<file path="src/rtl/bdpc_pkg.sv">
// Shared types, constants and register codes for the button debounce press classifier.
package bdpc_pkg;

	localparam int NUM_BUTTONS_DEF = 4;
	localparam int IO_BUTTONS      = 4;
	localparam int CFG_INDEX_W     = 2;
	localparam int CFG_DATA_W      = 16;

	// register indexes on the configuration port
	localparam logic [CFG_INDEX_W-1:0] CFG_DEBOUNCE_ENABLE = 2'd0;
	localparam logic [CFG_INDEX_W-1:0] CFG_DEBOUNCE_COUNT  = 2'd1;
	localparam logic [CFG_INDEX_W-1:0] CFG_LONG_PRESS_MS   = 2'd2;

	// register reset values
	localparam logic [7:0]  DEBOUNCE_COUNT_RST = 8'd10;
	localparam logic [15:0] LONG_PRESS_MS_RST  = 16'd1500;

	localparam logic [7:0] CNT_MAX = 8'hFF;

	// per-button result codes
	localparam logic [1:0] CODE_NONE  = 2'd0;
	localparam logic [1:0] CODE_SHORT = 2'd1;
	localparam logic [1:0] CODE_LONG  = 2'd2;

	typedef struct packed {
		logic [3:0]  raw_levels;
		logic [31:0] now_ms;
	} in_word_t;

	typedef struct packed {
		logic       report_valid;
		logic [1:0] code_b0;
		logic [1:0] code_b1;
		logic [1:0] code_b2;
		logic [1:0] code_b3;
		logic [3:0] pressed_now;
	} out_word_t;

	typedef struct packed {
		logic        debounce_enable;
		logic [7:0]  debounce_count;
		logic [15:0] long_press_ms;
	} cfg_t;

	// per-button status toward the top level; values after this poll, before report
	typedef struct packed {
		logic pressed;
		logic fire;
		logic long_armed;
		logic short_armed;
		logic fire_held;   // stored fire flag from the previous poll
	} btn_status_t;

endpackage

</file>
<file path="src/rtl/bdpc_button.sv">
// One button: debounce counter, pressed state, change time and long/short press arming.
module bdpc_button
	import bdpc_pkg::*;
(
	input  logic        clk,
	input  logic        arst_n,
	input  cfg_t        cfg,
	input  logic        pressed_in,
	input  logic [31:0] now_ms,
	input  logic        advance,
	input  logic        any_fire,
	output btn_status_t status,
	output logic [1:0]  code
);

	logic        st_q, sa_q, la_q, hb_q, ff_q;
	logic [7:0]  cnt_q;
	logic [31:0] time_q;

	logic        agree, flip;
	logic [7:0]  cnt1, cnt2;
	logic        st2;
	logic [31:0] t2;
	logic [31:0] held;
	logic        sa_n, la_n, hb_n, ff_n;

	// debounce
	always_comb begin
		agree = (pressed_in == st_q);
		cnt1  = cnt_q;
		cnt2  = cnt_q;
		flip  = 1'b0;
		if (cfg.debounce_enable) begin
			if (agree) begin
				cnt1 = (cnt_q != 8'd0) ? cnt_q - 8'd1 : cnt_q;
			end else begin
				cnt1 = (cnt_q != CNT_MAX) ? cnt_q + 8'd1 : cnt_q;
			end
			flip = (cnt1 >= cfg.debounce_count);
			cnt2 = flip ? 8'd0 : cnt1;
		end else begin
			flip = !agree;
		end
		st2 = flip ? !st_q : st_q;
		t2  = flip ? now_ms : time_q;
	end

	// classify
	always_comb begin
		held = now_ms - t2;
		sa_n = sa_q;
		la_n = la_q;
		hb_n = hb_q;
		ff_n = ff_q;
		if (st2 && !hb_q) begin
			if (held > {16'd0, cfg.long_press_ms}) begin
				if (!la_q) begin
					la_n = 1'b1;
					sa_n = 1'b0;
				end else begin
					ff_n = 1'b1;
					hb_n = 1'b1;
				end
			end else begin
				sa_n = 1'b1;
			end
		end else if (!st2) begin
			if (sa_q) begin
				ff_n = 1'b1;
			end
			hb_n = 1'b0;
		end
	end

	always_comb begin
		status.pressed     = st2;
		status.fire        = ff_n;
		status.long_armed  = la_n;
		status.short_armed = sa_n;
		status.fire_held   = ff_q;
		code = CODE_NONE;
		if (any_fire) begin
			if (la_n) begin
				code = CODE_LONG;
			end else if (sa_n) begin
				code = CODE_SHORT;
			end
		end
	end

	always_ff @(posedge clk or negedge arst_n) begin
		if (!arst_n) begin
			st_q   <= 1'b0;
			cnt_q  <= 8'd0;
			time_q <= 32'd0;
			sa_q   <= 1'b0;
			la_q   <= 1'b0;
			hb_q   <= 1'b0;
			ff_q   <= 1'b0;
		end else if (advance) begin
			st_q   <= st2;
			cnt_q  <= cnt2;
			time_q <= t2;
			hb_q   <= hb_n;
			la_q   <= la_n && !any_fire;
			sa_q   <= sa_n && !(any_fire && !la_n);
			ff_q   <= ff_n && !(any_fire && (la_n || sa_n));
		end
	end

endmodule

</file>
<file path="src/rtl/button_debounce_press_classifier.sv">
// Top level of the button debounce press classifier: handshakes, registers, report assembly.
//
// Usage: each word on the input channel (in_valid/in_ready/in_data) is one poll:
// four active-low pin levels and the current millisecond time. Every poll yields
// exactly one word on the output channel (out_valid/out_ready/out_data) with the
// report flag, one code per button (none, short, long) and the debounced states.
// Pipeline: an input register (stage 1) feeds the per-button debounce and classify
// logic, whose result lands in the output register. out_valid rises when the
// stage 1 word moves into the output register; throughput is one poll per cycle
// while the receiver takes each word, set by the single per-button update of the
// stage 1 word (one subtract and compare on the time).
// A stalled receiver holds the output word; stage 1 still takes one more poll,
// then in_ready drops until the output word is taken.
// Configuration: cfg_we writes cfg_wdata into the register named by cfg_index
// (0 debounce enable, 1 debounce count, 2 long press ms); write only while idle.
// Reset (arst_n low): pipeline empty, all button state cleared, registers to
// debounce off, count 10, long press 1500 ms.
module button_debounce_press_classifier
	import bdpc_pkg::*;
#(
	parameter int NUM_BUTTONS = NUM_BUTTONS_DEF
) (
	input  logic                   clk,
	input  logic                   arst_n,
	input  logic                   cfg_we,
	input  logic [CFG_INDEX_W-1:0] cfg_index,
	input  logic [CFG_DATA_W-1:0]  cfg_wdata,
	input  logic                   in_valid,
	output logic                   in_ready,
	input  in_word_t               in_data,
	output logic                   out_valid,
	input  logic                   out_ready,
	output out_word_t              out_data
);

	cfg_t      cfg_q;
	logic      valid_s1;
	in_word_t  data_s1;
	logic      out_valid_q;
	out_word_t out_data_q;
	logic      advance;

	btn_status_t status [NUM_BUTTONS];
	logic [1:0]  codes  [NUM_BUTTONS];
	logic [NUM_BUTTONS-1:0] fire_vec, fire_held_vec;
	logic        any_fire;
	logic [1:0]  code_io    [IO_BUTTONS];
	logic        pressed_io [IO_BUTTONS];
	out_word_t   result;

	// configuration registers
	always_ff @(posedge clk or negedge arst_n) begin
		if (!arst_n) begin
			cfg_q.debounce_enable <= 1'b0;
			cfg_q.debounce_count  <= DEBOUNCE_COUNT_RST;
			cfg_q.long_press_ms   <= LONG_PRESS_MS_RST;
		end else if (cfg_we) begin
			unique case (cfg_index)
				CFG_DEBOUNCE_ENABLE: cfg_q.debounce_enable <= cfg_wdata[0];
				CFG_DEBOUNCE_COUNT:  cfg_q.debounce_count  <= cfg_wdata[7:0];
				CFG_LONG_PRESS_MS:   cfg_q.long_press_ms   <= cfg_wdata[15:0];
				default: ;
			endcase
		end
	end

	// handshake: stage 1 moves into the output register when that register is empty or its word is taken
	assign advance  = valid_s1 && (!out_valid_q || out_ready);
	assign in_ready = !valid_s1 || advance;

	always_ff @(posedge clk or negedge arst_n) begin
		if (!arst_n) begin
			valid_s1 <= 1'b0;
		end else if (in_ready) begin
			valid_s1 <= in_valid;
		end
	end

	always_ff @(posedge clk) begin
		if (in_valid && in_ready) begin
			data_s1 <= in_data;
		end
	end

	// per-button logic; buttons beyond the pins always read released
	genvar b;
	generate
		for (b = 0; b < NUM_BUTTONS; b++) begin : g_btn
			logic pressed_pin;
			if (b < IO_BUTTONS) begin : g_pin
				assign pressed_pin = !data_s1.raw_levels[b];
			end else begin : g_nopin
				assign pressed_pin = 1'b0;
			end
			bdpc_button u_button (
				.clk        (clk),
				.arst_n     (arst_n),
				.cfg        (cfg_q),
				.pressed_in (pressed_pin),
				.now_ms     (data_s1.now_ms),
				.advance    (advance),
				.any_fire   (any_fire),
				.status     (status[b]),
				.code       (codes[b])
			);
			assign fire_vec[b]      = status[b].fire;
			assign fire_held_vec[b] = status[b].fire_held;
		end
		for (b = 0; b < IO_BUTTONS; b++) begin : g_io
			if (b < NUM_BUTTONS) begin : g_live
				assign code_io[b]    = codes[b];
				assign pressed_io[b] = status[b].pressed;
			end else begin : g_absent
				assign code_io[b]    = CODE_NONE;
				assign pressed_io[b] = 1'b0;
			end
		end
	endgenerate

	assign any_fire = |fire_vec;

	always_comb begin
		result.report_valid = any_fire;
		result.code_b0      = code_io[0];
		result.code_b1      = code_io[1];
		result.code_b2      = code_io[2];
		result.code_b3      = code_io[3];
		result.pressed_now  = {pressed_io[3], pressed_io[2], pressed_io[1], pressed_io[0]};
	end

	// output register
	always_ff @(posedge clk or negedge arst_n) begin
		if (!arst_n) begin
			out_valid_q <= 1'b0;
		end else if (advance) begin
			out_valid_q <= 1'b1;
		end else if (out_ready) begin
			out_valid_q <= 1'b0;
		end
	end

	always_ff @(posedge clk) begin
		if (advance) begin
			out_data_q <= result;
		end
	end

	assign out_valid = out_valid_q;
	assign out_data  = out_data_q;

`ifndef NO_ASSERTIONS
	// a report always clears every fire flag, so none survives a poll
	a_fire_cleared: assert property (@(posedge clk) disable iff (!arst_n)
		fire_held_vec == '0)
		else $error("fire flag left set after a poll");

	// without a report every code is none
	a_quiet_codes: assert property (@(posedge clk) disable iff (!arst_n)
		out_valid && !out_data.report_valid |->
		out_data.code_b0 == CODE_NONE && out_data.code_b1 == CODE_NONE &&
		out_data.code_b2 == CODE_NONE && out_data.code_b3 == CODE_NONE)
		else $error("code set without report");

	// full pipeline with a stalled receiver must stop taking words
	a_stall_backpressure: assert property (@(posedge clk) disable iff (!arst_n)
		valid_s1 && out_valid && !out_ready |-> !in_ready)
		else $error("input accepted while pipeline full");

	// an advancing stage 1 word always lands in the output register as a valid word
	a_advance_fills: assert property (@(posedge clk) disable iff (!arst_n)
		advance |=> out_valid)
		else $error("advanced word missing from output register");
`endif

endmodule
</file>
<file path="config.mk">
export PLATFORM = sky130hd
export DESIGN_NAME = button_debounce_press_classifier
export DESIGN_NICKNAME = d
export VERILOG_FILES = /design/src/rtl/bdpc_pkg.sv /design/src/rtl/bdpc_button.sv /design/src/rtl/button_debounce_press_classifier.sv
export SDC_FILE = /design/constraint.sdc
export NUM_CORES = 1
export LEC_CHECK = 0
export ABC_AREA = 0
export BUFFER_PORTS_ARGS = -buffer_cell sky130_fd_sc_hd__buf_4
export CORE_MARGIN = 10
export CORE_UTILIZATION = 40
export DETAILED_ROUTE_END_ITERATION = 16
export GPL_TIMING_DRIVEN = 0
export PLACE_DENSITY = 0.53
export SETUP_SLACK_MARGIN = 0.05
export SLEW_MARGIN = 0
export SYNTH_ARGS = -nofsm -noshare
export SYNTH_HDL_FRONTEND = slang
export SYNTH_SLANG_ARGS = --single-unit
</file>
<file path="constraint.sdc">
create_clock -name clk -period 17.2 [get_ports clk]
set_input_delay 3.44 -clock clk [delete_from_list [all_inputs] [get_ports clk]]
set_output_delay 3.44 -clock clk [all_outputs]
set_load 0.01 [all_outputs]
</file>
==> run summary <==
Outcome
• finished, final reports clean — run status

GRT
• 22.1% — total global-route track usage
• 0 — GRT Residual Overflow
• 112 — largest net degree at the start of global routing
• 20300 — number of global-route vias before repair
• 118000 um — first-pass GRT wire length
• 0 — number of antenna violations at the first check in global routing

Timing
• 0 — final slew viol count
• 0.0215 ns — Clock Skews
• no — unrepaired setup endpoints after global routing
• 1.40 ns — Worst Max-Slew Pin Slew
• 12.24 ns — final critical-path required period
• 81.7 MHz — highest attainable clock frequency
• 71.1% — final clock period utilization by the worst path
• 0.480 ns — Hold WS
• 0 ns — setup TNS
• 0 — final hold violations
• 5.53% — Max-slew headroom
• 0 — final setup violation count

Cells and area
• 5714 — layout filler cell count
• 11.3% — share of post-route cells with drive strength above 1
• 3015 — Layout Nets
• 11.8% — relative area change from synthesis to final layout
• 3524 — Finished Layout Cells
• ha_1 — most common library cell in the layout ignoring fill and taps
• 220 x ha_1, 214 x nand2_1, 198 x dfrtp_1, 194 x a21oi_1, 175 x nor2_1 — commonest cells after routing, fill and taps aside

Clock network
• 2 — H-Tree Level Count
• 3 — Bufs on Longest Clock Path
• clkbuf_16 — clock tree root driver cell
• 0.06 ns — clock-pin slew on the worst setup and hold paths
• 0.56 ns — worst-skew pair later-pin latency
• done — clock tree from TritonCTS
• 256 — Sinks on Clock Net
• 0 — number of hold buffers added after cts
• 0 — post-cts repair resize count
• 36 — TritonCTS buffer count
• 0 — Post-CTS Setup Bufs

Yosys
• 0 — number of synthesis warnings
• 99 — Unique masters post-synth
• dfrtp_1 — flip-flop cell with the highest count after synthesis
• 80.9% — FFs w/ async S/R, synth
• 8.83 sq um — Mapped Avg Cell Area
• 28.8% — proportion of synthesized chip area in sequential cells
• 21.4% — portion of synthesized cell area occupied by the leading cell type
• dfrtp_1 — most area-hungry cell type in the Yosys netlist
• 256 — flops & latches, synth
• 23100 sq um — cell area after synthesis
• dfrtp_1 21%, ha_1 12%, mux2_2 6.4%, edfxtp_1 6.4%, mux2i_1 4.8% — top cells by area in the synthesized netlist
• 49 — Post-synth EDFFs
• 2902 — Syn Nets
• 2619 — Gate Count Post-Synth

Place
• 60000 um — sum of net half-perimeters after detailed placement
• 3459 — total placed cells including tap cells
• 0.945 — final RePlAce weighted congestion
• 73 — number of buffer cells added on primary ports

Critical path
• compound AO/OA/AOI/OAI gates — category of cells accounting for the largest share of critical-path delay
• 1.13 ns — largest incremental delay on the critical path
• flop — Critical Path Sink Type
• 4 — count of buffering cells on the critical path with inverters included
• 10 — Max Fanout on Critical Path
• a221oi_1 — Max stage delay cell, worst path
• 12.50 ns — Arrival @ worst endpoint
• flop to flop — critical path class
• 17.47 ns — critical path required time
• flop — type of element launching the critical path

Flow run
• 0 — Max-cap violations

Floorplanning
• 88 — row cnt
• 260 um — Die X-Extent
• 74 — I/O pin count
• 67800 sq um — Die ar.
• 40.2% — effective utilization at floorplan
• 260 um — DIE HEIGHT
• 57500 sq um — core area

Routing
• 34400 um — metal1 wirelength
• 36400 um — length of routed met2 wiring
• 20900 — count of vias placed by the detailed router
• 76300 um — Total Routed Length
• 3300 um — met3 wire length
• 0 — remaining number of nets flagged by the antenna check after routing
• 21.7 um — WL per Instance
• 1308 — number of violations reported at the end of detailed-routing iteration 0
• 8 — number of search-and-repair iterations in the first detailed-routing pass
• met4 — highest metal layer with signal wires
• 5.93 — average vias per placed instance
• 0 — number of remaining DRC errors

Min path
• flop to flop — Hold Path Class

-- worst min-delay path, stage by stage (launching register included) --
cell     delay [ns]
dfrtp_1        0.34
nand2_1        0.04
o21ai_0        0.06
-- final timing paths --
| check | from | end | cells after the start | slack (ns) |
|---|---|---|---|---|
| worst min-delay path | g_btn[0].u_button.time_q[1] | g_btn[0].u_button.time_q[1] | 2 | 0.48 |
| worst min register to register | g_btn[0].u_button.time_q[1] | g_btn[0].u_button.time_q[1] | 2 | 0.48 |
| max in group asynchronous | arst_n | g_btn[2].u_button.time_q[17] | 2 | 13.22 |
| worst max-delay path | g_btn[2].u_button.st_q | out_data[9] | 37 | 4.96 |
| min in group asynchronous | arst_n | g_btn[3].u_button.cnt_q[1] | 1 | 2.90 |
| worst max register to register | g_btn[2].u_button.st_q | out_data[9] | 37 | 4.96 |
-- layer usage --
metal	vias up	GRT usage, %
met2	470	37.8
met1	10300	28.7
met5	-	0
met4	0	7.09
met3	107	2.43
li1	10000	-
-- metrics by stage --
stage | worst slack (ns) | area [sq um] | utilization (%)
6_report | 4.96 | 25800 | 45.0
3_5_place_dp | 5.18 | 24700 | 42.9
2_1_floorplan | 8.42 | 23100 | -
4_1_cts | 5.07 | 25800 | 44.9
3_3_place_gp | 5.19 | 24600 | 42.8
5_1_grt | 4.34 | 25800 | 44.9
-- layout make-up --
class,count,area [sq um],share of cell area (%)
Clock buffer,52,1060,4.11
Tap cell,765,957,3.70
Inverter,105,394,1.53
Multi-Input combinational cell,2142,15600,60.4
Clock inverter,12,97.6,0.378
Timing Repair Buffer,75,603,2.33
Sequential cell,256,6660,25.8
Antenna cell,1,2.50,0.00969
Buffer,116,455,1.76
-- cell families after synthesis --
family          count (synthesis)  share of synthesized area (%)
compound gates                777                           22.4
simple gates                  758                           16.2
flops                         256                           28.8
mux                           242                           11.2
fa+ha+maj                     236                           12.8
buf+inv                       221                           3.68
xor+xnor                      129                           4.95
-- sequential cells by signal, indices dropped and copies added (netlist names) --
| name | flops |
|---|---|
| g_btn.u_button.hb_q | 4 |
| g_btn.u_button.ff_q | 4 |
| g_btn.u_button.sa_q | 4 |
| g_btn.u_button.st_q | 4 |
| g_btn.u_button.time_q | 128 |
| cfg_q | 25 |
| out_valid | 1 |
| g_btn.u_button.cnt_q | 32 |
| valid_s1 | 1 |
| g_btn.u_button.la_q | 4 |
| data_s1 | 36 |
| out_data | 13 |
-- Yosys cell counts, types with 13 or more instances --
library cell,instances
and2_1,16
nand2_1,214
ha_1,220
and3_1,20
inv_1,103
dfrtp_1,198
nand3_1,56
nor3_1,66
nor2_1,175
o31ai_1,23
a211oi_1,26
edfxtp_1,49
nor2b_1,24
clkbuf_1,98
a21oi_1,194
a21boi_0,13
mux2_2,131
or3_1,13
o21ai_0,162
o21a_1,43
xor2_1,45
a21o_1,58
a31oi_1,27
mux2i_1,110
nand4_1,49
o211ai_1,23
a22o_1,29
xnor2_1,82
o21bai_1,17
nand2b_1,40
nor4_1,18
a211o_1,16
Power is not shown: default switching activity piles up to over one toggle a cycle in this logic, so the estimate is an artifact.
